**config.mk**
```make
export PLATFORM = sky130hd
export DESIGN_NAME = pcvo_ram
export DESIGN_NICKNAME = d
export VERILOG_FILES = /design/src/hdl/pcvo_ram.sv
export SDC_FILE = /design/constraint.sdc
export NUM_CORES = 1
export LEC_CHECK = 0
export BUFFER_PORTS_ARGS = -buffer_cell sky130_fd_sc_hd__buf_4
export CAP_MARGIN = 25
export CORE_ASPECT_RATIO = 1.75
export CORE_UTILIZATION = 24
export CTS_BUF_LIST = sky130_fd_sc_hd__clkbuf_8
export DETAILED_ROUTE_END_ITERATION = 16
export PLACE_DENSITY = 0.35
export RECOVER_POWER = 100
export SLEW_MARGIN = 0
export SYNTH_ARGS = -nofsm -noshare
export SYNTH_HDL_FRONTEND = slang
export SYNTH_SLANG_ARGS = --single-unit
```
**constraint.sdc**
```tcl
create_clock -name clk -period 1.98 [get_ports clk]
set_clock_uncertainty 0.1 [all_clocks]
set_input_delay 0.297 -clock clk [delete_from_list [all_inputs] [get_ports clk]]
set_output_delay 0.297 -clock clk [all_outputs]
set_load 0.03 [all_outputs]
```
**src/hdl/pcvo_ram.sv**
```systemverilog
`default_nettype none
// ----------------------------------------------------------------------------
// pcvo_ram
// Simple dual-port RAM, one write port and one read port, registered read.
// ----------------------------------------------------------------------------
module pcvo_ram #(
    parameter int WIDTH = 8,
    parameter int DEPTH = 16
) (
    input  wire logic                     clk,
    input  wire logic                     we,
    input  wire logic [$clog2(DEPTH)-1:0] waddr,
    input  wire logic [WIDTH-1:0]         wdata,
    input  wire logic                     re,
    input  wire logic [$clog2(DEPTH)-1:0] raddr,
    output logic      [WIDTH-1:0]         rdata
);

    logic [WIDTH-1:0] mem [DEPTH];

    always_ff @(posedge clk)
    begin
        if (we)
        begin
            mem[waddr] <= wdata;
        end
        if (re)
        begin
            rdata <= mem[raddr];
        end
    end

endmodule
`default_nettype wire

```
== After elaboration in Yosys (flattened, before gate mapping) ==
Memory sizes are Yosys's and may differ from the RTL's. A register that Yosys moved wholly into a read port is not among the register bits.
Cells that the tools add are included.

* Bits of input ports: 19
* Logic and storage cells: 3
* Memories: 1
* Bits in registers: 0
* Output and inout bits: 8
* Memory bits (writable): 128

* Multiplexer cells: 2

{| class="wikitable"
|+ Memories
! name !! words !! width !! rd ports !! clocked after Yosys merged registers in !! write ports !! RTL line !! text
|-
| mem || 16 || 8 || 1 || 1 || 1 || 19 || <nowiki>logic [WIDTH-1:0] mem [DEPTH];</nowiki>
|}

{| class="wikitable"
|+ Operators by type and width
! operator !! number
|-
| 2-to-1 mux 1 bit || 2
|}

== Depth between registers and ports, before layout ==
* Depth in word-level cells: 2
* Depth in mapped cells: 5

== Worst setup path after synthesis ==
No wires, ideal clock.

* Kind: input to register
* Start: input port waddr[2]
* End: memory mem[0][0], enable pin
* Data required time: 1.497 ns
* Setup time: 0.383 ns
* Slack: 0.090 ns
* Arrival: 1.407 ns
* Stages: 2
* Buffers on the path: 0
* Path through: or3b_2 -> nor3_1

{| class="wikitable"
|+ RTL lines
! element !! RTL line !! text
|-
| start, declared || 12 || <nowiki>input wire logic [$clog2(DEPTH)-1:0] waddr,</nowiki>
|-
| end, declared || 19 ||
|}

No word-level cell before the write port.

== Worst setup path after layout ==
* Start: input port we
* End: memory mem[2][2], enable pin

* Cells in the longest elaborated chain, start to end: 2

{| class="wikitable"
|+ RTL lines
! element !! RTL line !! text
|-
| start, declared || 11 || <nowiki>input wire logic we,</nowiki>
|-
| 2-to-1 mux 1 bit || 23 || <nowiki>if (we)</nowiki>
|-
| 2-to-1 mux 1 bit (implied by the code) || 25 || <nowiki>mem[waddr] <= wdata;</nowiki>
|}

Every way passes these cells.

==> flow_metrics.tcl <==
set metrics [dict create \
    vias 2490 \
    tightest_slew_ns 0.842 \
    antenna_left 0 \
    grt_pass1_wl_microns 18500 \
    max_stage_delay_ns 0.51 \
    synthArstFlopShare_pct 0 \
    grt_max_degree 17 \
    antenna_found_initial 0 \
    hold_viol_final 0 \
    reg2reg_to "rdata[5]" \
    insertion_delay_ns 0.44 \
    drtPass1Iterations 4 \
    n_fill_cell 2132 \
    crit_arrival_ns 1.61 \
    path_cells "clkbuf_1, or3b_2, nor2_1, clkbuf_1" \
    crit_path_start_kind "input pin" \
    cp.depth 4 \
    cts_setup_buffers 0 \
    hold_start "re" \
    avgSynthCellArea_sq_um 22.8 \
    worst-r2r-setup-slack_ns 0.41 \
    synth-edff-count 136 \
    cp_common_cell "clkbuf_1" \
    critPathBufInv 2 \
    finalCritPeriodShare_pct 82.8 \
    grt_usage_pct 12.3 \
    drive_above_1_share_pct 22.0 \
    grt_pass1_vias 2807 \
    holdBufCountCts 0 \
    dpl.hpwl_microns 8630 \
    cts_buffer_depth 2 \
    rows 71 \
    ys.flop_type "edfxtp_1" \
    drt-initial-drc-count 97 \
    post-place-ws_ns 0.0457 \
    synth_nets 248 \
    n_antenna_cell 0 \
    crit_required_ns 1.95 \
    clk_pin_slew_ns 0.09 \
    htreeDepth 4 \
    maxSlewViolCount 0 \
    min_path_cells 1 \
    pin_count 27 \
    syn_to_final_growth_pct 20.1 \
    die_h_microns 197 \
    ys_seq_elements 136 \
    regArea_sq_mm 0.00408 \
    ys_seq_area_share_pct 78.1 \
    synth_area_sq_mm 0.00523 \
    final_area_sq_mm 0.00628 \
    clock_sinks 136 \
    holdWs_ns 0.234 \
    period_needed_ns 1.64 \
    rsz0062_at_grt "no" \
    setup_viol 0 \
    grt-ovfl-total 0 \
    yosys_warnings 0 \
    io_buffers 26 \
    layout.nets 311 \
    cap_violations 0 \
    cp_slowest_cell "or3b_2" \
    setup.worst_path.end_class "register" \
    final_cell_mix "edfxtp_1 (136), clkbuf_1 (38), mux4_2 (18)" \
    wl_per_cell_microns 21.0 \
    worstRegToRegCells 3 \
    core_sq_mm 0.0214 \
    multiInputGateArea_sq_mm 0.00106 \
    cts_buffers 17 \
    die_w_microns 114 \
    ctsResizeCount 0 \
    status "finished, final reports clean" \
    holdPathEnd "rdata[2]" \
    place_congestion 0.678 \
    hp-class "input pin to register" \
    path_class "input pin to register" \
    syn-instance-count 229 \
    relSlewSlack_pct 43.9 \
    drc 0 \
    tns_ns 0 \
    vias_per_cell 4.17 \
    final_common_cell "edfxtp_1" \
    fmax_ghz 0.610 \
    ys_types 18 \
    cts_root_buffer "clkbuf_8" \
    routed_wl_microns 12500 \
    cts_tree "yes" \
    cp_max_fo 7 \
    powerDensity_mw_per_mm2 989 \
    r2r-start "mem[1][5]" \
    dpl-instance-area_sq_mm 0.00596 \
    dieArea_sq_mm 0.0224 \
    peakVddDrop_mv 0.305 \
    path_delay_family "simple AND/OR/NAND/NOR gates" \
    initial_utilization_pct 24.4 \
    p_leak_nw 1.96 \
    setup_ws_ns 0.341 \
]
[cell usage after synthesis (2+ instances only)]
cell / n / area [sq um]
nand2b_1: 2 / 12.5
buf_6: 3 / 33.8
clkdlybuf4s25_2: 3 / 30.0
edfxtp_1: 136 / 4080
mux4_2: 18 / 405
buf_2: 3 / 15.0
a22oi_1: 16 / 120
nor2_1: 13 / 48.8
mux4_1: 14 / 368
nand2_1: 9 / 33.8
nor3_1: 4 / 20.0
nand3b_1: 2 / 15.0
[how the worst max path moves through the flow]
| stage | end | start | slack (ns) |
|---|---|---|---|
| after floorplan | mem[0][0] | waddr[2] | 0.09 |
| after global routing | mem[0][3] | we | 0.25 |
| final | mem[2][2] | we | 0.34 |
| after global placement | rdata[0] | raddr[0] | 0.06 |
| after CTS | rdata[2] | mem[0][2] | 0.37 |
| after detailed placement | rdata[5] | raddr[0] | 0.05 |
[layout make-up]
| type | count | share of cell area (%) |
|---|---|---|
| Timing Repair Buffer | 54 | 4.98 |
| Tap cell | 292 | 5.82 |
| Sequential cell | 136 | 65.1 |
| Multi-Input combinational cell | 83 | 16.8 |
| Clock buffer | 17 | 3.73 |
| Clock inverter | 15 | 3.57 |
[per-stage QoR]
stage,utilization [%],total power [W],std cells
final,29.3,0.00621,597
after global routing,29.3,0.00644,597
after CTS,30.0,0.00634,597
after detailed placement,27.8,0.00370,565
after global placement,27.8,0.00370,565
after floorplan,-,0.00351,229
[state kept, by name, indices dropped and copies added (netlist names)]
register and cells:
mem 128, rdata 8
[per-layer routing]
| metal | vias up | global-route usage (%) | share of wire, % |
|---|---|---|---|
| li1 | 1106 | - | - |
| met1 | 1311 | 13.0 | 38 |
| met2 | 59 | 22.9 | 57 |
| met3 | 14 | 2.49 | 2.7 |
| met4 | 0 | 5.99 | 1.8 |
| met5 | - | 0 | 0 |
[power breakdown]
part | internal, W | leakage (nW) | switching, W
Combinational | 0.000131 | 0.510 | 0.000207
Sequential | 0.00324 | 1.24 | 0.0000174
Clock | 0.00150 | 0.215 | 0.00111
[kinds of logic (layout without fill, tap and decap cells)]
group / after synthesis / count (layout) / share of synthesized area (%)
buffers and inverters: 10 / 86 / 1.65
and+or+nand+nor: 35 / 35 / 3.14
muxes: 32 / 32 / 14.8
DFF: 136 / 136 / 78.1
AOI/OAI and AO/OA: 16 / 16 / 2.30
Note: power is estimated with default switching activity, not from simulation.
