File: config.mk
export PLATFORM = sky130hd
export DESIGN_NAME = pcvo_axis
export DESIGN_NICKNAME = d
export VERILOG_FILES = /design/src/hdl/pcvo_pkg.sv /design/src/hdl/pcvo_axis.sv
export SDC_FILE = /design/constraint.sdc
export NUM_CORES = 2
export LEC_CHECK = 0
export BUFFER_PORTS_ARGS = -buffer_cell sky130_fd_sc_hd__buf_2
export CAP_MARGIN = 20
export CORE_ASPECT_RATIO = 0.5
export CORE_MARGIN = 1
export CORE_UTILIZATION = 25
export CTS_BUF_LIST = sky130_fd_sc_hd__clkbuf_4
export DETAILED_ROUTE_END_ITERATION = 12
export PLACE_DENSITY = 0.51
export RECOVER_POWER = 25
export SYNTH_ARGS = -nofsm -noshare
export SYNTH_HDL_FRONTEND = slang
export SYNTH_SLANG_ARGS = --single-unit
export TNS_END_PERCENT = 30
File: constraint.sdc
create_clock -name clk -period 10.4 [get_ports clk]
set_clock_uncertainty 0.1 [all_clocks]
set_input_delay 2.08 -clock clk [delete_from_list [all_inputs] [get_ports clk]]
set_output_delay 2.08 -clock clk [all_outputs]
set_load 0.005 [all_outputs]
File: src/hdl/pcvo_pkg.sv
`default_nettype none
// ----------------------------------------------------------------------------
// pcvo_pkg
// Shared constants and types for the point cloud voxel occupancy block.
// ----------------------------------------------------------------------------
package pcvo_pkg;

    localparam int GRID_SIZE = 64;
    localparam int HALF      = GRID_SIZE / 2;
    localparam int QUART     = GRID_SIZE / 4;
    localparam int ROWS      = GRID_SIZE * GRID_SIZE;
    localparam int CELLS     = GRID_SIZE * GRID_SIZE * GRID_SIZE;
    localparam int XW        = $clog2(GRID_SIZE);
    localparam int ROW_W     = $clog2(ROWS);
    localparam int CELL_W    = $clog2(CELLS);
    localparam int ADDR_W    = 18;
    localparam int ID_W      = 16;
    localparam int CFG_IDX_W = 3;

    localparam logic [ROW_W-1:0]  GRID_ROW  = ROW_W'(GRID_SIZE);
    localparam logic [CELL_W-1:0] GRID_CELL = CELL_W'(GRID_SIZE);
    localparam logic [ROW_W-1:0]  ROW_LAST  = ROW_W'(ROWS - 1);
    localparam logic [31:0]       HALF_V    = 32'(HALF);
    localparam logic [XW-1:0]     GRID_OFS  = XW'(QUART + 1);
    localparam logic [31:0]       RECIP_RESET = 32'd65536;

    localparam logic [CFG_IDX_W-1:0] REG_ORIGIN_X   = 3'd0;
    localparam logic [CFG_IDX_W-1:0] REG_ORIGIN_Y   = 3'd1;
    localparam logic [CFG_IDX_W-1:0] REG_ORIGIN_Z   = 3'd2;
    localparam logic [CFG_IDX_W-1:0] REG_CENTROID_X = 3'd3;
    localparam logic [CFG_IDX_W-1:0] REG_CENTROID_Y = 3'd4;
    localparam logic [CFG_IDX_W-1:0] REG_CENTROID_Z = 3'd5;
    localparam logic [CFG_IDX_W-1:0] REG_RECIP      = 3'd6;

    typedef struct packed {
        logic          ok;
        logic [XW-1:0] grid;
    } axis_t;

endpackage
`default_nettype wire

File: src/hdl/pcvo_axis.sv
`default_nettype none
// ----------------------------------------------------------------------------
// pcvo_axis
// Two-stage voxel index and centroid offset for one axis.
// ----------------------------------------------------------------------------
module pcvo_axis import pcvo_pkg::*; (
    input  wire logic        clk,
    input  wire logic        adv,
    input  wire logic [31:0] coord,
    input  wire logic [31:0] origin,
    input  wire logic [31:0] centroid,
    input  wire logic [31:0] recip,
    output axis_t            res,
    output logic      [31:0] rel
);

    logic [32:0] diff_reg;
    logic [32:0] diff_next;
    logic [32:0] rdiff;
    logic [31:0] rel1_reg;
    logic [31:0] rel1_next;
    logic [63:0] prod;
    logic [31:0] v_reg;
    logic        neg_reg;
    logic        rz_reg;
    logic [31:0] rel2_reg;

    always_comb
    begin
        diff_next = {coord[31], coord} - {origin[31], origin};
        rdiff     = {coord[31], coord} - {centroid[31], centroid};
        if (rdiff[32] != rdiff[31])
        begin
            rel1_next = rdiff[32] ? 32'h8000_0000 : 32'h7FFF_FFFF;
        end
        else
        begin
            rel1_next = rdiff[31:0];
        end
        prod = 64'(diff_reg[31:0]) * 64'(recip);
    end

    always_ff @(posedge clk)
    begin
        if (adv)
        begin
            diff_reg <= diff_next;
            rel1_reg <= rel1_next;
            v_reg    <= prod[63:32];
            neg_reg  <= diff_reg[32];
            rz_reg   <= (recip == 32'd0);
            rel2_reg <= rel1_reg;
        end
    end

    always_comb
    begin
        if (rz_reg)
        begin
            res.ok   = 1'b1;
            res.grid = GRID_OFS;
        end
        else
        begin
            res.ok   = !neg_reg && (v_reg <= HALF_V);
            res.grid = v_reg[XW-1:0] + GRID_OFS;
        end
        rel = rel2_reg;
    end

endmodule
`default_nettype wire

; ---- After elaboration in Yosys (flattened, before gate mapping)
; Cells that the tools add are included.
[totals]
output_inout_bits = 39
register_bits = 131
wordCells = 18
[op_classes]
multipliers = 1
reduce_logical = 3
mux = 3
n_eq_ne = 1
magnitude_cmp = 1
add_sub_neg = 3
[ops]
columns = operator, n
row1 = 32-bit by 32-bit subtractor with 33-bit output, 2
row2 = 32-bit by 32-bit multiplier with 64-bit output, 1
row3 = 32-bit two-way mux, 2
row4 = "32-bit by 6-bit less-or-equal comparator with 1-bit output, second input constant", 1
row5 = 32-bit zero test, 1
row6 = 7-bit two-way mux, 1
row7 = "6-bit by 5-bit adder with 6-bit output, second input constant", 1
row8 = 1-bit logical AND, 1
row9 = 1-bit zero test, 1
row10 = 1-bit != test, 1

; ---- Logic depth before layout (Yosys ltp)
[logic_depth]
depth_word = 3
ltp_mapped = 27
mapped_depth_nobuf = 25

; ---- Worst setup path after synthesis
; OpenSTA, ideal clock, no wires.
[synth_timing]
path_kind = input port to flip-flop
start = input port recip[8]
end = register v_reg[28] (data pin)
setup_time_ns = 0.261
stages = 24
n_path_buf = 2
required_time_ns = 10.039
path_slack_ns = 1.429
arrival_time_ns = 8.610
cell_sequence = clkbuf_1 -> nand2_1 -> fa_1 -> fa_1 -> fa_1 -> fa_1 -> inv_1 -> fa_1 -> fa_1 -> fa_1 -> inv_1 -> fa_1 -> inv_1 -> ha_1 -> clkbuf_1 -> a21oi_1 -> o21ai_0 -> a2111oi_0 -> or3_1 -> o221a_2 -> o31ai_1 -> a2111oi_0 -> nor2_1 -> xor2_1
[synth_via]
elab_chain_cells = 1
[synth_lines]
columns = element, line
row1 = "start, declared", pcvo_axis.sv:12  ; input wire logic [31:0] recip,
row2 = 32-bit by 32-bit multiplier with 64-bit output, pcvo_axis.sv:40  ; prod = 64'(diff_reg[31:0]) * 64'(recip);
row3 = via prod[60], pcvo_axis.sv:22  ; logic [63:0] prod;
row4 = "end signal, assigned", pcvo_axis.sv:49  ; v_reg <= prod[63:32];
row5 = "end, declared", pcvo_axis.sv:23  ; logic [31:0] v_reg;
; The timed path passes the listed nets, and every way through them passes these cells.
; A chain may end at the register's enable or synchronous reset.

; ---- Final worst setup path
[layout_timing]
start = input port recip[10]
end = register v_reg[29] (data pin)
; The elaborated chain is that of the path after synthesis.

==> results_dict.tcl <==
set metrics [dict create \
    cts_hold_buffers 0 \
    rsz0062_at_grt "false" \
    violations "capacitance limit, slew limit" \
    synthMuxAreaShare_pct 0 \
    synth_fa_ha_area_share_pct 54.2 \
    drive_above_1_share_pct 6.90 \
    core_area_um2 161000 \
    path_clk_slew_ns 0.19 \
    fin_setup_tns_ns 0 \
    io_pins 169 \
    crit_fanout 20 \
    grt_pass1_vias 32051 \
    cp.required_ns 10.73 \
    dr.first_iter.drc_count 1435 \
    syn_to_final_growth_pct 9.12 \
    globalRouteTotalUtil_pct 15.4 \
    drt-pass1-iter-count 5 \
    max_freq_mhz 107 \
    hold_class "reg -> reg" \
    port_buffers 168 \
    hold_depth 0 \
    initial_utilization_pct 25.2 \
    setup-violations-final 0 \
    via_count 29431 \
    start_kind "primary input" \
    synth_compound_area_share_pct 6.44 \
    syn-cell-area_um2 40700 \
    yosysUniqueCellTypes 67 \
    filler_cell_count 17310 \
    rows 104 \
    syn-num-nets 5719 \
    status "complete, but fails checks" \
    largest_reg_flops 33 \
    cts_setup_buffers 0 \
    synth-edff-count 131 \
    dp_hpwl_um 101000 \
    slew_headroom_pct -153 \
    globalRouteOverflowTotal 0 \
    vias_per_cell 4.45 \
    htreeDepth 4 \
    antenna_found_initial 22 \
    routedWlPerCell_um 18.6 \
    worstSetupPathType "in -> reg" \
    clk_latency_ns 0.72 \
    hp-start "rel1_reg[17]" \
    synth_warnings 0 \
    synth_top_family_by_area "adder cells" \
    drv_cap 1 \
    critPathLaunch "recip[10]" \
    ant_nets 0 \
    fp.dieH_um 287 \
    synth_top_flop_cell "edfxtp_1" \
    reg2reg_depth 24 \
    fin_nets 5774 \
    synthXorXnorAreaFrac_pct 2.02 \
    fin_crit_sh_pct 89.5 \
    grt_pass1_wl_um 193000 \
    worst_slew_pin_slew_ns 3.80 \
    clock-sinks 131 \
    drv_slew 56 \
    avgSynthCellArea_um2 9.32 \
    cp-end-kind "flop" \
    cts_tree "done" \
    clock_path_buffers 2 \
    worst_ep_arrival_time_ns 9.63 \
    finalCoreUtilization_pct 27.5 \
    seq_area_frac_synth_pct 9.66 \
    async_flop_share_pct 0 \
    synth_cells 4366 \
    synth_seq_cells 131 \
    die_w_um 573 \
    grt_max_degree 78 \
    period_needed_ns 9.31 \
    hold_viol 0 \
    cts_buffers 17 \
    synthSimpleGateAreaFrac_pct 16.8 \
    ctsResizeCount 0 \
    place_congestion 0.901 \
    drc 0 \
    reg2reg_from "diff_reg[8]" \
    dieArea_um2 165000 \
    routed_wirelength_um 123000 \
    clockRootBuffer "clkbuf_4" \
]
## worst paths after layout
kind | slack [ns] | endpoint
worst min-delay path | 0.32 | rel[17]
worst max-delay path | 1.09 | v_reg[29]
worst max register to register | 1.81 | v_reg[29]
worst min register to register | 0.32 | rel[17]
## through the flow
stage / instances / hold WS (ns) / cell area [µm²] / setup slack [ns]
finish: 6613 / 0.322 / 44400 / 1.09
global route: 6612 / 0.320 / 44400 / 0.861
CTS: 6607 / 0.324 / 44400 / 1.21
detailed placement: 6575 / 0.305 / 44100 / 0.445
global placement: 6575 / 0.300 / 44100 / 0.549
floorplan: 4366 / 0.300 / 40700 / 1.43
## worst max-delay path: stages
cell,delay [ns]
buf_2,0.40
buf_4,0.34
nand2_1,0.11
fa_1,0.39
inv_1,0.07
fa_1,0.43
fa_1,0.53
inv_1,0.05
fa_1,0.47
inv_1,0.05
fa_1,0.49
inv_1,0.06
fa_1,0.53
inv_1,0.05
fa_1,0.50
fa_1,0.44
ha_1,0.35
a21oi_1,0.27
a21boi_0,0.35
nor3_1,0.13
a2111o_1,0.40
a21oi_1,0.43
a21oi_1,0.23
a311oi_1,0.36
xnor2_1,0.11
## cell usage after synthesis (17+ instances only)
| cell type | number | area [µm²] |
|---|---|---|
| ha_1 | 326 | 4080 |
| and2_1 | 602 | 3770 |
| a21oi_1 | 149 | 746 |
| xor2_1 | 33 | 289 |
| edfxtp_1 | 131 | 3930 |
| nor2_1 | 79 | 297 |
| xnor2_1 | 59 | 517 |
| nand4_1 | 25 | 156 |
| fa_1 | 897 | 18000 |
| o21ai_0 | 86 | 430 |
| inv_1 | 948 | 3560 |
| nand2_1 | 507 | 1900 |
| clkbuf_1 | 214 | 803 |
| nor4_1 | 21 | 131 |
| a21o_1 | 60 | 450 |
| nand3_1 | 27 | 135 |
| o21bai_1 | 17 | 128 |
## placed cells by master, fill, tap and decap left out, types with 3 or more instances in the layout
cell type,n
a21oi_1,149
buf_2,167
o211ai_1,9
ha_1,326
o31ai_1,9
edfxtp_1,131
xnor2_1,59
buf_4,88
nor4_1,21
a21o_1,60
nor2_1,79
fa_1,897
and2_1,602
nor4b_1,3
a211oi_1,12
a21boi_0,4
inv_1,948
nand2b_1,15
and3_1,11
maj3_1,3
nand3_1,27
a31oi_1,13
nor3_1,14
o21ai_0,86
clkbuf_4,17
a221oi_1,3
nand2_1,507
o21bai_1,17
o2111ai_1,4
nand4_1,25
diode_2,6
o21a_1,10
nor2b_1,12
or3_1,7
inv_8,7
a31o_2,6
a2111oi_0,5
xor2_1,33
## layout make-up
class                   instances  area (µm²)  share of cell area, %
inverters                     948        3560                   8.01
flip-flops and latches        131        3930                   8.86
clock buffers                  17         128                  0.287
multi-input cells            3066       32400                   72.9
clock inverters                15         184                  0.414
well taps                    2173        2720                   6.12
diodes                          6        15.0                 0.0338
repair buffers                257        1520                   3.42
## logic make-up after synthesis
| family | count (synthesis) |
|---|---|
| AND/OR/NAND/NOR | 1334 |
| flip-flops | 131 |
| AO/OA/AOI/OAI | 413 |
| buffers and inverters | 1169 |
| XOR/XNOR | 93 |
| adder cells (fa/ha/maj) | 1226 |
## metal layers
layer	up-vias	track usage, %	wire [µm]
li1	13270	-	-
met1	15322	20.1	54100
met2	659	26.7	60600
met3	166	1.70	5010
met4	14	4.61	3610
met5	-	0	80
Power is not shown: default switching activity piles up to over one toggle a cycle in this logic, so the estimate is an artifact.
